--- src/hdl/eba_pkg.sv ---
// ----------------------------------------------------------------------------
// eba_pkg
// Shared types and constants for the executable basename allowlist check.
// ----------------------------------------------------------------------------
package eba_pkg;

   // Storage sizes fixed by the field widths
   localparam int NAME_STORE  = 15;   // collected name bytes
   localparam int SLOT_STORE  = 64;   // slots reachable by a 6-bit slot field
   localparam int SLOT_WIDTH  = 6;
   localparam int COUNT_WIDTH = 4;
   localparam int KEY_WIDTH   = 64;

   // Character constants
   localparam logic [7:0] CHAR_SLASH   = 8'h2F;
   localparam logic [7:0] CHAR_UPPER_A = 8'h41;
   localparam logic [7:0] CHAR_UPPER_Z = 8'h5A;
   localparam logic [7:0] CHAR_NUL     = 8'h00;
   localparam logic [7:0] CASE_OFFSET  = 8'd32;

   // Request kinds
   localparam logic KIND_PATH_BYTE  = 1'b0;
   localparam logic KIND_SLOT_WRITE = 1'b1;

   // Token that moves down the cell chain, one cell per cycle while the chain advances
   typedef struct packed {
      logic                   valid;
      logic                   is_write;
      logic [SLOT_WIDTH-1:0]  slot;
      logic [KEY_WIDTH-1:0]   key_low;
      logic [KEY_WIDTH-1:0]   key_high;
      logic                   entry_valid;
      logic                   hit;
      logic [COUNT_WIDTH-1:0] name_length;
   } token_type;

endpackage

--- src/hdl/eba_cell.sv ---
// ----------------------------------------------------------------------------
// eba_cell
// One allowlist slot: holds a key, captures its own slot writes and folds its
// match into each passing lookup token.
// ----------------------------------------------------------------------------
module eba_cell #(
   parameter int CELL_INDEX = 0
) (
   input  logic               clock,
   input  logic               reset,
   input  logic               advance,
   input  eba_pkg::token_type token_in,
   output eba_pkg::token_type token_out
);

   logic [eba_pkg::KEY_WIDTH-1:0] key_low_ff, key_high_ff;
   logic                          used_ff;
   eba_pkg::token_type            token_ff, token_in_next;
   logic                          slot_hit, key_match;

   assign slot_hit  = token_in.valid && token_in.is_write &&
                      token_in.slot == eba_pkg::SLOT_WIDTH'(CELL_INDEX);
   assign key_match = used_ff && key_low_ff == token_in.key_low &&
                      key_high_ff == token_in.key_high;

   // Lookups pick up this slot's match on the way through
   always_comb begin
      token_in_next = token_in;
      if (!token_in.is_write && key_match) begin
         token_in_next.hit = 1'b1;
      end
   end

   // Slot contents; an unused slot never matches, so the key needs no reset
   always_ff @(posedge clock) begin
      if (advance && slot_hit) begin
         key_low_ff  <= token_in.key_low;
         key_high_ff <= token_in.key_high;
      end
   end

   always_ff @(posedge clock) begin
      if (reset) begin
         used_ff <= 1'b0;
      end else if (advance && slot_hit) begin
         used_ff <= token_in.entry_valid;
      end
   end

   // Token stage to the next cell
   always_ff @(posedge clock) begin
      if (reset) begin
         token_ff <= '0;
      end else if (advance) begin
         token_ff <= token_in_next;
      end
   end

   assign token_out = token_ff;

endmodule

--- config.mk ---
export PLATFORM = sky130hd
export DESIGN_NAME = eba_cell
export DESIGN_NICKNAME = d
export VERILOG_FILES = /design/src/hdl/eba_pkg.sv /design/src/hdl/eba_cell.sv
export SDC_FILE = /design/constraint.sdc
export NUM_CORES = 1
export LEC_CHECK = 0
export BUFFER_PORTS_ARGS = -buffer_cell sky130_fd_sc_hd__buf_4
export CAP_MARGIN = 20
export CORE_AREA = 2 2 145 147
export CTS_BUF_LIST = sky130_fd_sc_hd__clkbuf_16
export DETAILED_ROUTE_END_ITERATION = 16
export DIE_AREA = 0 0 147 149
export PLACE_DENSITY = 0.82
export SLEW_MARGIN = 20
export SYNTH_ARGS = -nofsm -noshare
export SYNTH_HDL_FRONTEND = slang
export SYNTH_SLANG_ARGS = --single-unit
export TNS_END_PERCENT = 5
--- constraint.sdc ---
create_clock -name clock -period 20.1 [get_ports clock]
set_input_delay 1.005 -clock clock [delete_from_list [all_inputs] [get_ports clock]]
set_output_delay 1.005 -clock clock [all_outputs]
set_load 0.005 [all_outputs]
==> results of run 1 <==
-- per-layer routing --
| metal | global-route usage, % | part of all wire, % |
|---|---|---|
| met5 | 0 | 0 |
| met4 | 5.34 | 1.5 |
| met3 | 4.07 | 6.4 |
| met2 | 37.5 | 49 |
| met1 | 31.2 | 43 |
-- critical path, stage by stage --
cell	delay, ns
sky130_fd_sc_hd__clkbuf_8	0.67
sky130_fd_sc_hd__nand3b_1	0.18
sky130_fd_sc_hd__nor4_2	0.18
sky130_fd_sc_hd__buf_4	0.51
sky130_fd_sc_hd__buf_4	0.49
sky130_fd_sc_hd__buf_16	0.32
-- layout by cell type (no fill, tap or decap), types with 2 or more instances in the layout --
cell	n
sky130_fd_sc_hd__a222oi_1	2
sky130_fd_sc_hd__nand3_1	2
sky130_fd_sc_hd__nor2_1	144
sky130_fd_sc_hd__dfxtp_1	143
sky130_fd_sc_hd__clkinv_4	4
sky130_fd_sc_hd__xnor2_1	24
sky130_fd_sc_hd__inv_1	43
sky130_fd_sc_hd__buf_4	289
sky130_fd_sc_hd__o22ai_1	14
sky130_fd_sc_hd__mux2i_1	143
sky130_fd_sc_hd__inv_6	2
sky130_fd_sc_hd__nor4_1	20
sky130_fd_sc_hd__a221oi_1	3
sky130_fd_sc_hd__clkbuf_16	27
sky130_fd_sc_hd__xor2_1	59
sky130_fd_sc_hd__o2bb2ai_1	9
sky130_fd_sc_hd__inv_2	3
sky130_fd_sc_hd__a22o_1	5
sky130_fd_sc_hd__bufinv_16	5
sky130_fd_sc_hd__o2111ai_1	3
sky130_fd_sc_hd__nand4_1	11
sky130_fd_sc_hd__nor4_2	2
sky130_fd_sc_hd__clkinv_2	2
sky130_fd_sc_hd__edfxtp_1	128
sky130_fd_sc_hd__nor2b_1	2
sky130_fd_sc_hd__clkinv_1	5
sky130_fd_sc_hd__nand2b_1	6
sky130_fd_sc_hd__nand2_1	2
-- final cells by class --
type	instances	area, um^2	area share (%)
Sequential cell	271	6710	48.6
Inverter	43	161	1.17
Timing Repair Buffer	291	2210	16.0
Tap cell	275	344	2.49
Clock buffer	27	676	4.90
Clock inverter	23	256	1.86
Multi-Input combinational cell	467	3450	25.0
-- power by group --
part | internal (mW) | total [mW] | switching (mW)
Clock | 0.311 | 0.522 | 0.210
Combinational | 0.0624 | 0.117 | 0.0551
Sequential | 0.594 | 0.604 | 0.00918
Total | 0.968 | 1.24 | 0.275
-- metrics by stage --
step           cells  utilization [%]  setup WS (ns)  total power, mW
6_report        1397             67.1          16.89             1.24
5_1_grt         1397             67.1          16.69             1.29
4_1_cts         1396             67.0          16.67             1.25
3_5_place_dp    1346             62.5          16.14            0.733
3_3_place_gp    1346             62.5          16.19            0.730
2_1_floorplan    813                -           5.36            0.662
-- sequential cells by signal, summed over array words and instances (netlist names) --
signal       cells
token_out      142
key_high_ff     64
key_low_ff      64
used_ff          1
-- cell families (layout without fill, tap and decap cells) --
logic type	count (synthesis)	after routing	share of synthesized area, %
buf+inv	75	384	2.71
mux	143	143	13.7
xor+xnor	83	83	6.97
flops	271	271	64.3
compound gates	41	41	3.28
simple gates	200	200	9.01
-- worst paths after layout --
check	cells past startpoint	from	end	slack (ns)
max	6	advance	key_low_ff[43]$_DFFE_PP_	16.89
min	2	token_out[124]$_SDFFE_PP0P_	token_out[124]$_SDFFE_PP0P_	0.49
max reg2reg	6	key_low_ff[13]$_DFFE_PP_	token_out[4]$_SDFFE_PP0P_	17.82
min reg2reg	2	token_out[124]$_SDFFE_PP0P_	token_out[124]$_SDFFE_PP0P_	0.49
==> run summary, run 1 <==
The initial utilization of the core area, before any placement, comes to 50.7%. The total track usage is 22.6%. The number of antenna violations at the first check in global routing came to 0. The total count of max-transition violations in the final report came out at 0. The net count of the finished layout is 1246. The category of the worst setup path capture point is a register. The DRC violation count after routing came out at 0. The synthesis-to-finish area growth is 32.3%. The post-synth net total came out at 958. The cts-stage hold buffer count is 0.

Sorting the synthesized cells by area gives the leading types as sky130_fd_sc_hd__edfxtp_1 37%, sky130_fd_sc_hd__dfxtp_1 27%, sky130_fd_sc_hd__mux2i_1 14%. Across the run, the number of max-cap violations was 0. TritonCTS built the clock tree. The standby leakage power came out at 6.06 nW. CTS built an H-tree with a depth of 1.

The number of DRC markers in iteration 0 came out at 400. At the worst endpoint, the required time is 20.31 ns. Measured along the x axis, the die boundary spans 147 um.

The average wire per standard cell came out at 18.3 um. The worst endpoint data arrival time came out at 3.42 ns. For the pin with the worst max-slew slack, the measured transition is 1.04 ns.

The die is 149 um tall. The mean cell area of the mapped netlist is 12.8 um^2. The first global-routing pass estimated 38700 um of wire. Adding up every negative setup slack in the final design gives 0 ns.

The async set-reset flop share out of synthesis is 0%. Dividing the detail-routed via count by the number of cells gives 5.17. The via count of the first global-routing pass is 6938. The clock insertion delay at the later pin of the skew report is 0.54 ns. For this run the aggregate overflow at the end of global routing stands at 0. For the finished layout, the period the worst path requires is 3.21 ns. The final non-filler cell area came out at 13800 um^2. In this run, synthesis inferred 128 flip-flops with an integrated enable.

Power spread over the standard cell area amounts to 90.1 nW/um^2. The count of endpoints failing setup in the final report came out at 0. The run finished with clean final reports. The pin count of the biggest net entering global routing came out at 89.

The floorplan die area is 21900 um^2. The clock skew came out at 0.0249 ns. The layout cell share with drive strength beyond 1 is 30.6%. The total setup buffers inserted after CTS came out at 0.

The core outline area came out at 20600 um^2. The final weighted congestion in routability-driven placement came out at 0.842. The number of different library cells in the post-synthesis netlist is 40.

In this run the worst hold path is classified as reg -> reg. The number of synthesis warnings is 0. The count of vias placed by the detailed router came out at 7225. After layout, the worst path uses 16.0% of the clock period. The synthesized design devotes to its leading area cell type 36.9% of total area.

CTS saw 271 sinks. sky130_fd_sc_hd__edfxtp_1 takes more of the synthesized area than any other cell. The worst pin sits at a relative slew slack of 30.8%. In this run the cell area of the synthesized design comes to 10400 um^2. The number of register bits inferred by synthesis came out at 271. The number of clock buffers added by TritonCTS is 27.

The most used flip-flop cell after synthesis is sky130_fd_sc_hd__dfxtp_1. The number of instances in the synthesized netlist came out at 813. After detailed placement, the total cell area comes to 12800 um^2. The critical path in this run is classified as in -> reg.

By instance count, the leading cell after synthesis is sky130_fd_sc_hd__nor2_1. The highest clock frequency the design can meet came out at 312 MHz. The number of top-level pins came out at 287. The HPWL reported at the end of detailed placement is 18200 um. The final worst hold slack came out at 0.495 ns.

The number of core rows came out at 53. The number of input and output port buffers inserted came out at 286. The worst setup path is launched from a primary input. The number of antenna-violating nets in the routed design is 0. Along the worst path, the maximum fanout reaches 86. The number of antenna diodes in the final layout is 0. Ranked by instance count, the synthesized netlist is headed by 144 x sky130_fd_sc_hd__nor2_1, 143 x sky130_fd_sc_hd__dfxtp_1, 143 x sky130_fd_sc_hd__mux2i_1. The worst-case clock buffer depth came out at 3. The number of optimization iterations in the first detailed-route pass is 5. The library cell used as clock root buffer is sky130_fd_sc_hd__clkbuf_16. The highest ir drop seen on vdd came out at 76.4 uV. The overall routed net length came out at 25600 um. The fraction of the yosys area taken by sequential cells came out at 64.3%. Setup repair after global routing left no endpoint under its margin. Fill cells in the final layout number 1534. The number of failing hold endpoints at the final stage came out at 0.

The CTS clock-pin slew for the worst setup and hold paths came out at 0.06 ns. The count of instances resized after the clock tree is built is 0.
No activity file was read; power rests on OpenSTA's default activity.
==> run 2: changes to the inputs <==
- clock period: 20.1 -> 3.1 ns (I/O delays scaled with it)
==> run 2 against run 1 <==
Against the previous run: worst setup slack worse by 16 ns; global-route usage up 3.8 points; clock skew up 0.0073 ns; non-clock buffer count up 142; sequential power rose to 6.5 times the previous value; via count up 10%; critical path depth down 1; register-to-register slack worse by 17 ns; combinational power rose to 8.0 times the previous value; largest power group unchanged.
==> run summary, run 2 (same netlist as run 1, synthesis figures left out) <==
The CTS clock-pin slew for the worst setup and hold paths is 0.06 ns. The initial standard-cell utilization of the core came out at 50.7%. Before antenna repair, the detailed router went through 5 iterations.

TritonCTS built the clock tree. The analysis attributes to cell leakage a power of 6.65 nW. The library cells used most frequently in the layout, excluding fill and tap cells, are 286 x sky130_fd_sc_hd__buf_4, 144 x sky130_fd_sc_hd__nor2_1, 143 x sky130_fd_sc_hd__mux2i_1, 143 x sky130_fd_sc_hd__dlygate4sd3_1, 143 x sky130_fd_sc_hd__dfxtp_1.

The overall routed net length came out at 29500 um. The core outline area is 20600 um^2. After floorplanning, the core was divided into 53 placement rows. The number of nets in the layout came out at 1389.

In this run the critical register-to-register path is launched from key_high_ff[13]$_DFFE_PP_. The total clock buffers created by CTS came out at 28. The highest ir drop seen on vdd is 438 uV. The most critical setup path has its startpoint at key_high_ff[13]$_DFFE_PP_.

The count of instances resized after the clock tree is built is 0. At the worst endpoint, the required time is 3.56 ns. The clock period minus final worst setup slack is 2.30 ns. The maximum fanout along the worst path came out at 1. The die covers 21900 um^2.

At the worst endpoint, the arrival time is 2.76 ns. The worst-case clock buffer depth is 3. Counting every sink on the clock net gives 271. For this run, the top clock speed supported by timing is 434 MHz.

The pin count of the biggest net entering global routing is 138. The count of vias placed by the detailed router is 7980. The final non-filler cell area came out at 15200 um^2.

The number of failing hold endpoints at the final stage is 0. The HPWL reported at the end of detailed placement is 18000 um. STA classifies the critical path startpoint as a register. The horizontal extent of the die came out at 147 um. The run finished with clean final reports. The total count of max-transition violations in the final report is 0. Of the cells placed in the final design, the portion with a size suffix greater than 1 is 26.7%. The headroom to the max-slew limit is 30.2%. The first global-routing pass estimated 45500 um of wire. STA classifies the critical path endpoint as a register. In this run the number of H-tree levels came out at 1. The DRC violation count after routing is 0. The total setup buffers inserted after CTS is 0. Clock tree synthesis selected as its root buffer the cell sky130_fd_sc_hd__clkbuf_16. In the global route stage, overall resource usage came out at 26.4%.

The die boundary height came out at 149 um. The number of input and output port buffers inserted is 286. The number of max-cap violations is 0. The clock skew is 0.0322 ns. The most common cell after layout, fill and taps aside is sky130_fd_sc_hd__buf_4.

Power comes to 7.97 mW. The via count of the first global-routing pass came out at 8363. The number of antenna-violating nets in the routed design is 0. For this block, the initial DRC count from the detailed router was 499. The number of antenna violations at the first check in global routing came out at 2.

For this design the top-level I/O count stands at 287. The synthesis-to-finish area growth came out at 45.6%. The worst hold path begins at reset. For the pin with the worst max-slew slack, the measured transition is 1.05 ns. Setup repair after global routing left no endpoint under its margin. The power density normalized to cell area is 525 nW/um^2.

The ratio of routed vias to standard cells came out at 5.17. The number of flip-flops in the largest register came out at 142. The clock insertion delay at the later pin of the skew report came out at 0.54 ns. The total congestion overflow after global routing came out at 0. The final weighted congestion in routability-driven placement came out at 0.890. The critical path in this run is classified as reg -> reg. The classification of the worst-slack hold path is in -> reg.

The average wire per standard cell came out at 19.1 um. The post-route clock period utilization is 74.3%. After detailed placement, the total cell area comes to 12900 um^2. Setup violations remaining at the end of the flow were counted as 0.
[run 2: path summary, 6_finish.rpt]
check	slack, ns	to	depth (start not counted)
setup reg to reg	0.80	token_out[4]$_SDFFE_PP0P_	5
hold reg to reg	0.49	used_ff$_SDFFE_PP0P_	2
setup / recovery	0.80	token_out[4]$_SDFFE_PP0P_	5
hold / removal	0.07	token_out[134]$_SDFFE_PP0P_	2
[run 2: power by group]
part           internal (mW)  switching [mW]
sequential              3.86          0.0655
combinational          0.524           0.411
clock                   1.74            1.38
total                   6.11            1.85
[run 2: worst max-delay path, stage by stage, from the launching register on]
cell and delay, ns:
sky130_fd_sc_hd__edfxtp_1 0.37, sky130_fd_sc_hd__xor2_1 0.16, sky130_fd_sc_hd__nor4_1 0.64, sky130_fd_sc_hd__nand4_1 0.20, sky130_fd_sc_hd__or4_1 0.58, sky130_fd_sc_hd__o32ai_2 0.26
[run 2: per-stage QoR]
step / setup TNS [ns] / hold WS (ns) / util [%] / instances / setup WS (ns)
after floorplan: -275.95 / 0.254 / - / 813 / -2.19
after global placement: 0 / 0.357 / 62.7 / 1346 / 0.851
after detailed placement: 0 / 0.358 / 62.7 / 1346 / 0.815
after CTS: 0 / 0.0556 / 73.8 / 1541 / 0.809
after global routing: 0 / 0.0950 / 73.8 / 1543 / 0.702
final: 0 / 0.0704 / 73.8 / 1543 / 0.798
[run 2: timing repair]
action	4_1_cts	5_1_grt
hold endpoints to repair	271	0
hold buffers	143	0
endpoints found under the setup margin	0	0
[run 2: final cells by class]
type                    instances  area [um^2]
diodes                          2         5.00
inverters                      43          161
flip-flops and latches        271         6710
clock inverters                22          101
multi-input cells             467         3460
well taps                     275          344
clock buffers                  30          751
repair buffers                433         3650
fillers                      1318         5380
[run 2: layer usage]
layer | GRT usage (%) | vias to the layer above | wire length, um
met5 | 0 | - | 0
met4 | 10.6 | 0 | 1140
met3 | 5.05 | 80 | 1860
met2 | 46.9 | 315 | 15000
met1 | 31.9 | 3866 | 11500
li1 | - | 3719 | -
