===== config.mk =====
export PLATFORM = sky130hd
export DESIGN_NAME = eba_name_collect
export DESIGN_NICKNAME = d
export VERILOG_FILES = /design/src/hdl/eba_pkg.sv /design/src/hdl/eba_name_collect.sv
export SDC_FILE = /design/constraint.sdc
export NUM_CORES = 1
export LEC_CHECK = 0
export CAP_MARGIN = 10
export CELL_PAD_IN_SITES_DETAIL_PLACEMENT = 1
export CELL_PAD_IN_SITES_GLOBAL_PLACEMENT = 1
export CORE_MARGIN = 5
export CORE_UTILIZATION = 49
export CTS_BUF_LIST = sky130_fd_sc_hd__clkbuf_8
export DETAILED_ROUTE_END_ITERATION = 8
export DONT_BUFFER_PORTS = 1
export MAX_ROUTING_LAYER = met4
export PLACE_DENSITY_LB_ADDON = 0.1
export SLEW_MARGIN = 20
export SYNTH_ARGS = -nofsm -noshare
export SYNTH_HDL_FRONTEND = slang
export SYNTH_SLANG_ARGS = --single-unit

===== constraint.sdc =====
create_clock -name clock -period 2.71 [get_ports clock]
set_clock_uncertainty 0.2 [all_clocks]
set_input_delay 0.1355 -clock clock [delete_from_list [all_inputs] [get_ports clock]]
set_output_delay 0.1355 -clock clock [all_outputs]
set_load 0.05 [all_outputs]

===== src/hdl/eba_pkg.sv =====
// ----------------------------------------------------------------------------
// eba_pkg
// Shared types and constants for the executable basename allowlist check.
// ----------------------------------------------------------------------------
package eba_pkg;

   // Storage sizes fixed by the field widths
   localparam int NAME_STORE  = 15;   // collected name bytes
   localparam int SLOT_STORE  = 64;   // slots reachable by a 6-bit slot field
   localparam int SLOT_WIDTH  = 6;
   localparam int COUNT_WIDTH = 4;
   localparam int KEY_WIDTH   = 64;

   // Character constants
   localparam logic [7:0] CHAR_SLASH   = 8'h2F;
   localparam logic [7:0] CHAR_UPPER_A = 8'h41;
   localparam logic [7:0] CHAR_UPPER_Z = 8'h5A;
   localparam logic [7:0] CHAR_NUL     = 8'h00;
   localparam logic [7:0] CASE_OFFSET  = 8'd32;

   // Request kinds
   localparam logic KIND_PATH_BYTE  = 1'b0;
   localparam logic KIND_SLOT_WRITE = 1'b1;

   // Token that moves down the cell chain, one cell per cycle while the chain advances
   typedef struct packed {
      logic                   valid;
      logic                   is_write;
      logic [SLOT_WIDTH-1:0]  slot;
      logic [KEY_WIDTH-1:0]   key_low;
      logic [KEY_WIDTH-1:0]   key_high;
      logic                   entry_valid;
      logic                   hit;
      logic [COUNT_WIDTH-1:0] name_length;
   } token_type;

endpackage


===== src/hdl/eba_name_collect.sv =====
// ----------------------------------------------------------------------------
// eba_name_collect
// Builds the lowercased basename from path bytes and tracks the byte position.
// ----------------------------------------------------------------------------
module eba_name_collect #(
   parameter int SLASH_SCAN_LIMIT = 256,
   parameter int NAME_MAX_BYTES   = 15
) (
   input  logic                            clock,
   input  logic                            reset,
   input  logic                            byte_accept,  // path byte request taken
   input  logic [7:0]                      path_char,
   output logic [eba_pkg::KEY_WIDTH-1:0]   key_low,
   output logic [eba_pkg::KEY_WIDTH-1:0]   key_high,
   output logic [eba_pkg::COUNT_WIDTH-1:0] name_count
);

   localparam int PosWidth = $clog2(SLASH_SCAN_LIMIT + 1);
   localparam int StoreBits = eba_pkg::NAME_STORE * 8;

   logic [eba_pkg::NAME_STORE-1:0][7:0]  name_ff, name_in;
   logic [eba_pkg::COUNT_WIDTH-1:0]      count_ff, count_in;
   logic [PosWidth-1:0]                  pos_ff, pos_in;
   logic [StoreBits-1:0]                 name_flat;
   logic                                 pos_early;
   logic [7:0]                           lower_char;

   assign pos_early = pos_ff < PosWidth'(SLASH_SCAN_LIMIT);

   // A-Z only are folded to lowercase
   always_comb begin
      lower_char = path_char;
      if (path_char >= eba_pkg::CHAR_UPPER_A && path_char <= eba_pkg::CHAR_UPPER_Z) begin
         lower_char = path_char + eba_pkg::CASE_OFFSET;
      end
   end

   // Next name, count and position for an accepted path byte
   always_comb begin
      name_in  = name_ff;
      count_in = count_ff;
      pos_in   = pos_ff;
      if (byte_accept) begin
         if (path_char == eba_pkg::CHAR_NUL) begin
            name_in  = '0;
            count_in = '0;
            pos_in   = '0;
         end else begin
            if (path_char == eba_pkg::CHAR_SLASH && pos_early) begin
               name_in  = '0;
               count_in = '0;
            end else if (count_ff < eba_pkg::COUNT_WIDTH'(NAME_MAX_BYTES) &&
                         count_ff < eba_pkg::COUNT_WIDTH'(eba_pkg::NAME_STORE)) begin
               for (int i = 0; i < eba_pkg::NAME_STORE; i++) begin
                  if (count_ff == eba_pkg::COUNT_WIDTH'(i)) begin
                     name_in[i] = lower_char;
                  end
               end
               count_in = count_ff + 1'b1;
            end
            if (pos_early) begin
               pos_in = pos_ff + 1'b1;
            end
         end
      end
   end

   always_ff @(posedge clock) begin
      if (reset) begin
         name_ff  <= '0;
         count_ff <= '0;
         pos_ff   <= '0;
      end else begin
         name_ff  <= name_in;
         count_ff <= count_in;
         pos_ff   <= pos_in;
      end
   end

   // Zero padded 16-byte key, byte 0 in the low bits
   assign name_flat  = name_ff;
   assign key_low    = name_flat[eba_pkg::KEY_WIDTH-1:0];
   assign key_high   = {8'h00, name_flat[StoreBits-1:eba_pkg::KEY_WIDTH]};
   assign name_count = count_ff;

endmodule


==> summary.txt, run 1 <==
Detailed routing
  • Avg WL per Cell: ~26 um
  • Via/cell ratio: 6.565
  • Via count: 5324
  • DR DRC count: 0
  • DRT iter0 DRCs: between 500 and 600
  • Wire length on met1: 8141 um
  • Pre-antenna DRT Iters: 5
  • Antenna Nets Post-Route: 0
  • Met2 Routed Length: a little under 10000 um
  • Met3 wire len: roughly 2300 um
  • DR top layer: met4
  • WL final: 20760 um

Yosys
  • Sequential area share after synthesis: 0.4563
  • Leading area contributor after synthesis: dfxtp_1
  • Post-synthesis async set-or-reset flop share: 0
  • Cell area after synthesis: 5836 um^2
  • Yosys top cell area share: 0.4563
  • Yosys Warn Count: 0
  • Synth Area per Inst: 9.118 um^2
  • Distinct cells, synth: 55
  • Number of synthesized flops with an enable pin: 0
  • Largest cells by area after synthesis: dfxtp_1 (46%), o211ai_1 (9.8%), a21oi_1 (5.5%), nand2_1 (4.8%), mux2i_1 (3.6%)
  • Primary FF master, synth: dfxtp_1
  • Synth Instances: 640
  • #FFs+latches synth: about 130

Clock tree
  • CTS tree: done
  • Clk buf depth: 2
  • Clock root buffer: clkbuf_8
  • Clock sinks: 133
  • Reg clk slew, reported paths: roughly 0.080 ns
  • Clk_lat worst skew: 0.45 ns
  • Cts bufs inserted: 17
  • CTS H-tree lvls: 4

Layout
  • Commonest non-fill, non-tap cell in the layout: dfxtp_1
  • Most frequent cells in the layout: dfxtp_1 (133), o211ai_1 (76), nand2_1 (73)
  • Area growth, synth to finish: 15.89%
  • Layout cell share with drive strength beyond 1: 0.1272
  • Final Core Density: 0.5848
  • Antenna cell count: 0
  • Fillers: between 1000 and 1500
  • Layout net count: ~670

Pwr
  • Pwr per Cell Area: 623.8 nW/um^2
  • Power after layout: between 4 and 5 mW
  • Worst vdd ir: 0.0003109 V
  • Static leakage: 2.283 nW

Floorplan
  • DIE AREA: roughly 14000 um^2
  • CORE AREA: approximately 12000 um^2
  • Initial core utilization: 0.5046
  • Horiz. Die Dim: 119.1 um
  • Ports: 143
  • Rows: 39
  • Die H: about 120 um

Worst setup path
  • CP endpoint kind: flip-flop
  • Crit Path Max Fanout: 15
  • Crit path launch type: input port
  • Arrival time at the worst endpoint: 2.88 ns
  • Setup CP Type: in -> reg
  • Worst endpoint required time: between 2 and 3 ns

Run
  • Max-capacitance violation count: 0

Placed design
  • Count of port buffers added during placement: 0
  • GPL Wtd Cong: 0.8200
  • Dpl hpwl: 12860 um

Global routing
  • GRT overflow: 0
  • Largest net degree at the start of global routing: 79
  • First-pass GRT wire length: approximately 32000 um
  • Gr usage total: 0.2974
  • Initial antenna violation count: 0
  • Vias in the first global route: ~5400

Timing
  • # setup viols final: 0
  • Final min period: 2.684 ns
  • Fmax: 372.6 MHz
  • Crit share post-route: 0.9902
  • Slew Limit Fails: 0
  • Slew @ Worst Pin: 0.8530 ns
  • RSZ-0062 raised after global routing: true
  • Relative slew slack: 0.4287
  • Final hold violation count: 0

Worst hold path
  • HP Class: in -> reg

Status
  • Run status: finished clean
cell type report:
cell class	instances	area (um^2)	area share
Tap cell	143	178.9	0.02646
Sequential cell	133	2663	0.3937
Clock inverter	13	156.4	0.02313
Inverter	11	41.29	0.006105
Multi-Input combinational cell	429	2834	0.4191
Clock buffer	19	261.5	0.03867
Timing Repair Buffer	63	628.1	0.09288
cells in the mapped netlist (3+ instances only):
| master | count |
|---|---|
| or3_1 | 7 |
| buf_2 | 13 |
| o211ai_1 | 76 |
| mux2i_1 | 21 |
| ha_1 | 6 |
| a221oi_1 | 8 |
| nor3_1 | 5 |
| nand4_1 | 9 |
| o22ai_1 | 15 |
| a221oi_2 | 10 |
| and3_1 | 15 |
| buf_1 | 11 |
| o31ai_2 | 3 |
| buf_4 | 9 |
| nand3_1 | 16 |
| a31oi_1 | 3 |
| a22o_1 | 15 |
| clkbuf_1 | 39 |
| a21oi_1 | 64 |
| nor2_1 | 18 |
| inv_1 | 10 |
| o21ai_1 | 12 |
| dfxtp_1 | 133 |
| o21ai_0 | 10 |
| nand2_1 | 74 |
cells by family after synthesis:
group,synth area share
simple gates,0.1276
xor+xnor,0.003002
compound gates,0.2978
other cells,0.0006426
mux,0.03602
flops,0.4563
buf+inv,0.06582
fa+ha+maj,0.01286
worst paths after layout:
check,from,end,slack (ns),cells past startpoint
setup reg to reg,name_count[0],key_low[39],0.12,6
hold / removal,path_char[7],key_low[7],0.03,3
hold reg to reg,pos_ff[5],pos_ff[5],0.30,2
setup / recovery,path_char[1],key_low[39],0.03,6
per-stage QoR:
stage | hold WS [ns] | area, um^2 | TNS [ns] | instances | setup WS (ns)
6_report | 0.02653 | 6763 | 0 | 811 | 0.02647
4_1_cts | 0.01808 | 6709 | 0 | 809 | 0.006362
2_1_floorplan | 0.1931 | 5862 | 0 | 647 | 0.2452
3_5_place_dp | 0.02169 | 5843 | 0 | 735 | 0.5230
3_3_place_gp | 0.02053 | 5843 | 0 | 735 | 0.5758
5_1_grt | 0.03831 | 6763 | -0.002176 | 811 | -0.002176
worst max-delay path, cell delays in order:
cell and delay [ns]:
dlygate4sd3_1 0.73, or4_4 0.62, o22ai_4 0.31, nand2_8 0.19
a221oi_2 0.30, dlygate4sd3_1 0.58
report_power, final:
group / switching, mW / internal [mW] / total, mW
clock: 0.822 / 0.953 / 1.78
combinational: 0.254 / 0.102 / 0.357
sequential: 0.106 / 1.98 / 2.09
total: 1.18 / 3.04 / 4.22
metal layers:
layer | up-vias | track usage
met4 | 0 | 0.1347
met5 | - | -
met3 | 60 | 0.1265
li1 | 2397 | -
met1 | 2624 | 0.3317
met2 | 243 | 0.4634
flip-flops by register name (all words and copies together) (netlist names):
name and flops:
key_high 56, name_count 4, key_low 64, pos_ff 9
repair_timing:
action | 4_1_cts | 5_1_grt
hold buffers | 42 | 0
hold endpoints to repair | 118 | 0
endpoints found under the setup margin | 0 | 16
gates resized for setup | 0 | 9
setup buffers | 0 | 2
(Power assumes the default switching activity.)
==> inputs of run 2 (changes only) <==
Settings changed: REMOVE_ABC_BUFFERS set to 1.
==> summary.txt, run 2 (synthesis gave the netlist of run 1 again) <==
Floorplan
  • Rows: 39
  • DIE AREA: 14190 um^2
  • Die H: 119.1 um
  • Horiz. Die Dim: 119.1 um
  • CORE AREA: 11560 um^2
  • Initial core utilization: 0.5046
  • Ports: ~140

Pwr
  • Sw frac: 0.2793
  • Static leakage: 2.271 nW
  • Clk pwr share: 0.399
  • Internal: 2.925 mW
  • Power after layout: 4.059 mW
  • Seq pwr share: 0.514
  • Psw: around 1.1 mW
  • Worst vdd ir: ~0.00028 V
  • Gate power share: 0.088
  • Pwr per Cell Area: between 600 and 700 nW/um^2

Worst setup path
  • Arrival time at the worst endpoint: 2.87 ns
  • Crit path launch type: input port
  • CP endpoint kind: flip-flop
  • Setup CP Type: in -> reg
  • Critical-path top delay cell: dlygate4sd3_1
  • Worst endpoint required time: between 2 and 3 ns
  • Worst-path cell chain: dlygate4sd3_1 -> or4_4 -> o22ai_4 -> nand2_8 -> a221oi_2 -> dlygate4sd3_1
  • Largest stage delay on the critical path: roughly 0.7 ns
  • Crit Path Max Fanout: 15
  • Most used cell, CP: dlygate4sd3_1

Clock tree
  • Clk_lat worst skew: ~0.44 ns
  • CTS H-tree lvls: 4
  • Clock sinks: 133
  • Reg clk slew, reported paths: about 0.08 ns
  • Clk buf depth: 2
  • Cts bufs inserted: 17
  • Clock root buffer: clkbuf_8
  • CTS tree: done

Timing
  • Setup_tns: 0 ns
  • Fmax: 374.0 MHz
  • # setup viols final: 0
  • Crit share post-route: 0.9867
  • RSZ-0062 raised after global routing: false
  • Final hold violation count: 0
  • Slew @ Worst Pin: 0.9886 ns
  • Slew Limit Fails: 0
  • Relative slew slack: 0.3379
  • Setup WS post-layout: 0.03616 ns
  • Final min period: 2.674 ns

Layout
  • Commonest non-fill, non-tap cell in the layout: dfxtp_1
  • Max reg flops: 64
  • Layout cell share with drive strength beyond 1: 0.1199
  • Most frequent cells in the layout: dfxtp_1 (133), o211ai_1 (76), nand2_1 (73)
  • Area growth, synth to finish: 13.72%
  • Layout net count: approximately 660
  • Final Core Density: 0.5738
  • Fillers: 1302

Placed design
  • DP Worst Slack: 0.5261 ns
  • Count of port buffers added during placement: 0
  • Dpl hpwl: ~12000 um
  • GPL Wtd Cong: a little over 0.8

Detailed routing
  • Via count: 5321
  • Antenna Nets Post-Route: 0
  • Met2 Routed Length: 9801 um
  • DR top layer: met4
  • Avg WL per Cell: 25.28 um
  • DRT iter0 DRCs: 363
  • WL final: 20300 um
  • Wire length on met1: 8001 um
  • Via/cell ratio: 6.626
  • Pre-antenna DRT Iters: 5
  • DR DRC count: 0
  • Met3 wire len: 1914 um

Global routing
  • Vias in the first global route: 5453
  • First-pass GRT wire length: between 30000 and 40000 um
  • GRT overflow: 0
  • Gr usage total: 0.2879
  • Largest net degree at the start of global routing: 78
  • Initial antenna violation count: 1

Worst hold path
  • HP Class: in -> reg

Status
  • Run status: finished clean

Run
  • Max-capacitance violation count: 0
[run 2: cell count changes in the layout (fill, tap and decap cells not counted), sizes merged]
| cell | previous run | this run |
|---|---|---|
| bufinv | 3 | 2 |
| diode | 0 | 1 |
| inv | 13 | 15 |
| clkinvlp | 4 | 3 |
| dlymetal6s4s | 0 | 1 |
| buf | 23 | 22 |
| dlygate4sd3 | 40 | 31 |
[run 2: per-layer routing]
layer | global-route usage | up-vias
li1 | - | 2385
met1 | 0.3334 | 2678
met3 | 0.1000 | 43
met5 | - | -
met2 | 0.4567 | 215
met4 | 0.1180 | 0
[run 2: metrics by stage]
| stage | cell area [um^2] | instances | hold slack (ns) |
|---|---|---|---|
| after global routing | 6636 | 803 | 0.01636 |
| after CTS | 6575 | 796 | 0.002132 |
| after floorplan | 5519 | 573 | 0.001746 |
| after detailed placement | 5838 | 731 | 0.009487 |
| final | 6636 | 803 | 0.03924 |
| after global placement | 5838 | 731 | 0.01261 |
[run 2: worst paths after layout]
kind / slack [ns] / cells past startpoint / to / from
worst min-delay path: 0.04 / 3 / key_low[51] / path_char[3]
worst max register to register: 0.15 / 6 / key_low[55] / name_count[0]
worst min register to register: 0.29 / 2 / pos_ff[5] / pos_ff[5]
worst max-delay path: 0.04 / 6 / key_low[55] / path_char[0]
[run 2: worst max-delay path, delay by kind of cell]
| family | cells | cell delay [ns] |
|---|---|---|
| AO/OA/AOI/OAI | 2 | 0.61 |
| buffers and inverters | 2 | 1.28 |
| AND/OR/NAND/NOR | 2 | 0.82 |
[run 2: cell type report]
cell class	count	area, um^2	share of cell area
multi-input cells	429	2826	0.4259
flip-flops and latches	133	2663	0.4012
repair buffers	54	545.5	0.08220
clock buffers	19	261.5	0.03940
well taps	143	178.9	0.02696
clock inverters	13	117.6	0.01772
inverters	11	41.29	0.006222
diodes	1	2.502	0.0003771
[run 2: timing repair]
action                                  in CTS  in global routing
resized for setup                            0                  2
buffers inserted                             0                  5
hold buffers                                33                  1
endpoints found under the hold margin      112                 13
endpoints found under the setup margin       0                  2
[run 2: power by group through the flow]
stage	clock network [mW]	registers, mW	logic (mW)
finish	1.62	2.08	0.355
global route	1.74	2.09	0.377
CTS	1.64	2.08	0.341
detailed placement	0	2.13	0.275
global placement	0	2.13	0.268
floorplan	0	2.13	0.177
==> inputs of run 3 (changes only) <==
Settings changed: ABC_AREA set to 1, CORE_UTILIZATION 49 to 45.
Clock period 2.71 ns to 3.4 ns, I/O delays scaled along.
==> summary.txt, run 3 <==
Status
  • Run status: finished clean

Worst setup path
  • Critical-path top delay cell: dlygate4sd3_1
  • Arrival time at the worst endpoint: 3.29 ns
  • Register-to-Register Path Depth: 9
  • Crit path launch type: input port
  • Worst endpoint required time: approximately 3.6 ns
  • Worst-path cell chain: dlygate4sd3_1 -> inv_2 -> nand2_1 -> nor2_2 -> nand3_4 -> nand3_4 -> nand2_4 -> inv_2 -> nand2_1 -> a21oi_1 -> dlygate4sd3_1
  • R2R setup slack: a little under 0.7 ns
  • Origin of the critical flop-to-flop path: name_count[2]
  • Setup CP Type: in -> reg
  • RR Endpoint: key_low[46]
  • CP endpoint kind: flip-flop
  • Largest stage delay on the critical path: between 0.8 and 0.9 ns
  • Crit Path Max Fanout: 21

Pwr
  • Internal: about 2.4 mW
  • Seq pwr share: 0.511
  • Clk pwr share: 0.412
  • Psw: 0.8946 mW
  • Sw frac: 0.2756
  • Pwr per Cell Area: 493.3 nW/um^2
  • Worst vdd ir: 0.0002176 V
  • Gate power share: 0.077
  • Static leakage: between 2 and 3 nW

Run
  • Max-capacitance violation count: 0

Timing
  • Slew Limit Fails: 0
  • Slew @ Worst Pin: ~0.8 ns
  • Fmax: 322.3 MHz
  • Final min period: 3.103 ns
  • Crit share post-route: 0.9126
  • RSZ-0062 raised after global routing: false
  • Setup_tns: 0 ns
  • # setup viols final: 0
  • Final hold violation count: 0
  • Relative slew slack: 0.4527
  • Hold slack: around 0.017 ns

Floorplan
  • Die H: 125.4 um
  • Horiz. Die Dim: 125.4 um
  • Ports: 143
  • DIE AREA: 15710 um^2
  • Initial core utilization: 0.4558
  • CORE AREA: 13140 um^2
  • Rows: 42

Yosys
  • Cell area after synthesis: 5988 um^2
  • #FFs+latches synth: around 130
  • Synth Area in Compound Gates: 0.1189
  • Largest family of logic cells by synthesized area: simple AND/OR/NAND/NOR gates
  • Synth Area in Adders: 0.01254
  • Synth Instances: 788
  • Post-synthesis async set-or-reset flop share: 0
  • Yosys top cell area share: 0.4446
  • Top cell types by occurrence after synthesis: nand2_1 (229), dfxtp_1 (133), a21oi_1 (94), nor2_1 (84), nand3_1 (70)
  • Sequential area share after synthesis: 0.4446
  • Mux contribution to synthesized area: 0
  • Largest cells by area after synthesis: dfxtp_1 (44%), nand2_1 (14%), a21oi_1 (7.9%), nand3_1 (5.9%), nor2_1 (5.3%)
  • Synthesized-area fraction occupied by and/or/nand/nor cells: 0.3416
  • XOR/XNOR share of the synthesized area: 0.004388
  • Leading area contributor after synthesis: dfxtp_1
  • Synth Area per Inst: 7.599 um^2
  • Distinct cells, synth: 36
  • Primary FF master, synth: dfxtp_1
  • Number of synthesized flops with an enable pin: 0
  • Yosys Warn Count: 0
  • Top-count cell post-synth: nand2_1

Clock tree
  • Post-CTS Setup Inserts: 0
  • Clock root buffer: clkbuf_8
  • Clk_lat worst skew: 0.44 ns
  • Reg clk slew, reported paths: 0.08 ns
  • Clock sinks: 133
  • PostCTS Resize Cnt: 0
  • Clk buf depth: 2
  • Cts bufs inserted: 17
  • Hold buffer count at cts: 14
  • CTS H-tree lvls: 4
  • CTS tree: done

Global routing
  • GRT overflow: 0
  • Gr usage total: 0.2350
  • Vias in the first global route: 5471
  • Initial antenna violation count: 0
  • First-pass GRT wire length: 28900 um
  • GRT busiest layer: met2
  • GR Layer Usage met1: 0.2604
  • Largest net degree at the start of global routing: 96
  • GRT met2 Usage: 0.3853
  • GR Util met3: 0.08955

Detailed routing
  • WL final: 17860 um
  • DR DRC count: 0
  • Antenna Nets Post-Route: 0
  • Pre-antenna DRT Iters: 4
  • DRT iter0 DRCs: 292
  • Avg WL per Cell: 18.22 um
  • Via count: 5170
  • Via/cell ratio: 5.276

Layout
  • Max reg flops: 64
  • Multi-input logic area: 2889 um^2
  • Area growth, synth to finish: 9.862%
  • Layout net count: roughly 800
  • Antenna cell count: 0
  • Register area: 2663 um^2
  • Layout cell share with drive strength beyond 1: 0.1381
  • Commonest non-fill, non-tap cell in the layout: nand2_1
  • Most frequent cells in the layout: nand2_1 (229), dfxtp_1 (133), a21oi_1 (94)
  • Fillers: roughly 1700

Worst hold path
  • HP Class: in -> reg
  • Hold path depth: 6
  • Hold Crit Start: path_char[7]
  • WHS Endpoint: key_high[55]

Placed design
  • Dpl hpwl: 12270 um
  • GPL Wtd Cong: 0.8654
  • Count of port buffers added during placement: 0
## run 3: cell count changes after synthesis, sizes merged, moves of 16 or more
cell	delta
clkbuf	-23
nor2	+69
o211ai	-73
mux2i	-21
nand2	+177
o22ai	-16
nand3	+65
a221oi	-18
a21oi	+34
inv	+39
## run 3: cell type report
class / instances / area share
clock inverter: 12 / 0.01940
sequential: 133 / 0.4047
inverter: 51 / 0.02910
multi-input combinational: 569 / 0.4391
timing repair buffer: 19 / 0.03233
clock buffer: 20 / 0.04184
tap: 176 / 0.03347
## run 3: how the worst max path moves through the flow
stage                  startpoint            to  cells after the start
floorplan           name_count[1]  key_high[32]                      7
global placement     path_char[4]   key_low[29]                      8
detailed placement  name_count[2]   key_low[56]                      7
CTS                  path_char[4]   key_low[22]                     11
global route         path_char[4]   key_low[22]                     11
finish               path_char[4]   key_low[22]                     11
## run 3: power by group through the flow
stage / Combinational, mW / Clock, mW / Sequential, mW
floorplan: 0.136 / 0 / 1.70
global placement: 0.186 / 0 / 1.69
detailed placement: 0.192 / 0 / 1.70
CTS: 0.252 / 1.37 / 1.66
global route: 0.274 / 1.46 / 1.66
finish: 0.250 / 1.34 / 1.66
## run 3: cell families after synthesis
| kind of cell | count (synthesis) |
|---|---|
| adders and majority gates | 6 |
| buffers and inverters | 93 |
| xor gates and xnor gates | 3 |
| and+or+nand+nor | 433 |
| other | 1 |
| AOI/OAI and AO/OA | 119 |
| DFF | 133 |
## run 3: per-stage QoR
stage | std cells | area [um^2] | setup slack, ns | power [mW] | utilization
floorplan | 753 | 5743 | 1.302 | 1.831 | -
global placement | 934 | 6001 | 1.228 | 1.881 | 0.4568
detailed placement | 934 | 6001 | 1.143 | 1.888 | 0.4568
CTS | 980 | 6579 | 0.3015 | 3.286 | 0.5008
global route | 980 | 6579 | 0.1692 | 3.398 | 0.5008
finish | 980 | 6579 | 0.2971 | 3.245 | 0.5008
## run 3: critical path: cells and delay by family
kind,cells,cell delay [ns]
AO/OA/AOI/OAI,1,0.11
AND/OR/NAND/NOR,6,1.20
buffers and inverters,4,1.78
## run 3: layer usage
layer | part of all wire | vias to the layer above
met3 | 0.082 | 27
li1 | - | 2528
met1 | 0.39 | 2474
met2 | 0.50 | 141
met5 | 0 | -
met4 | 0.022 | 0
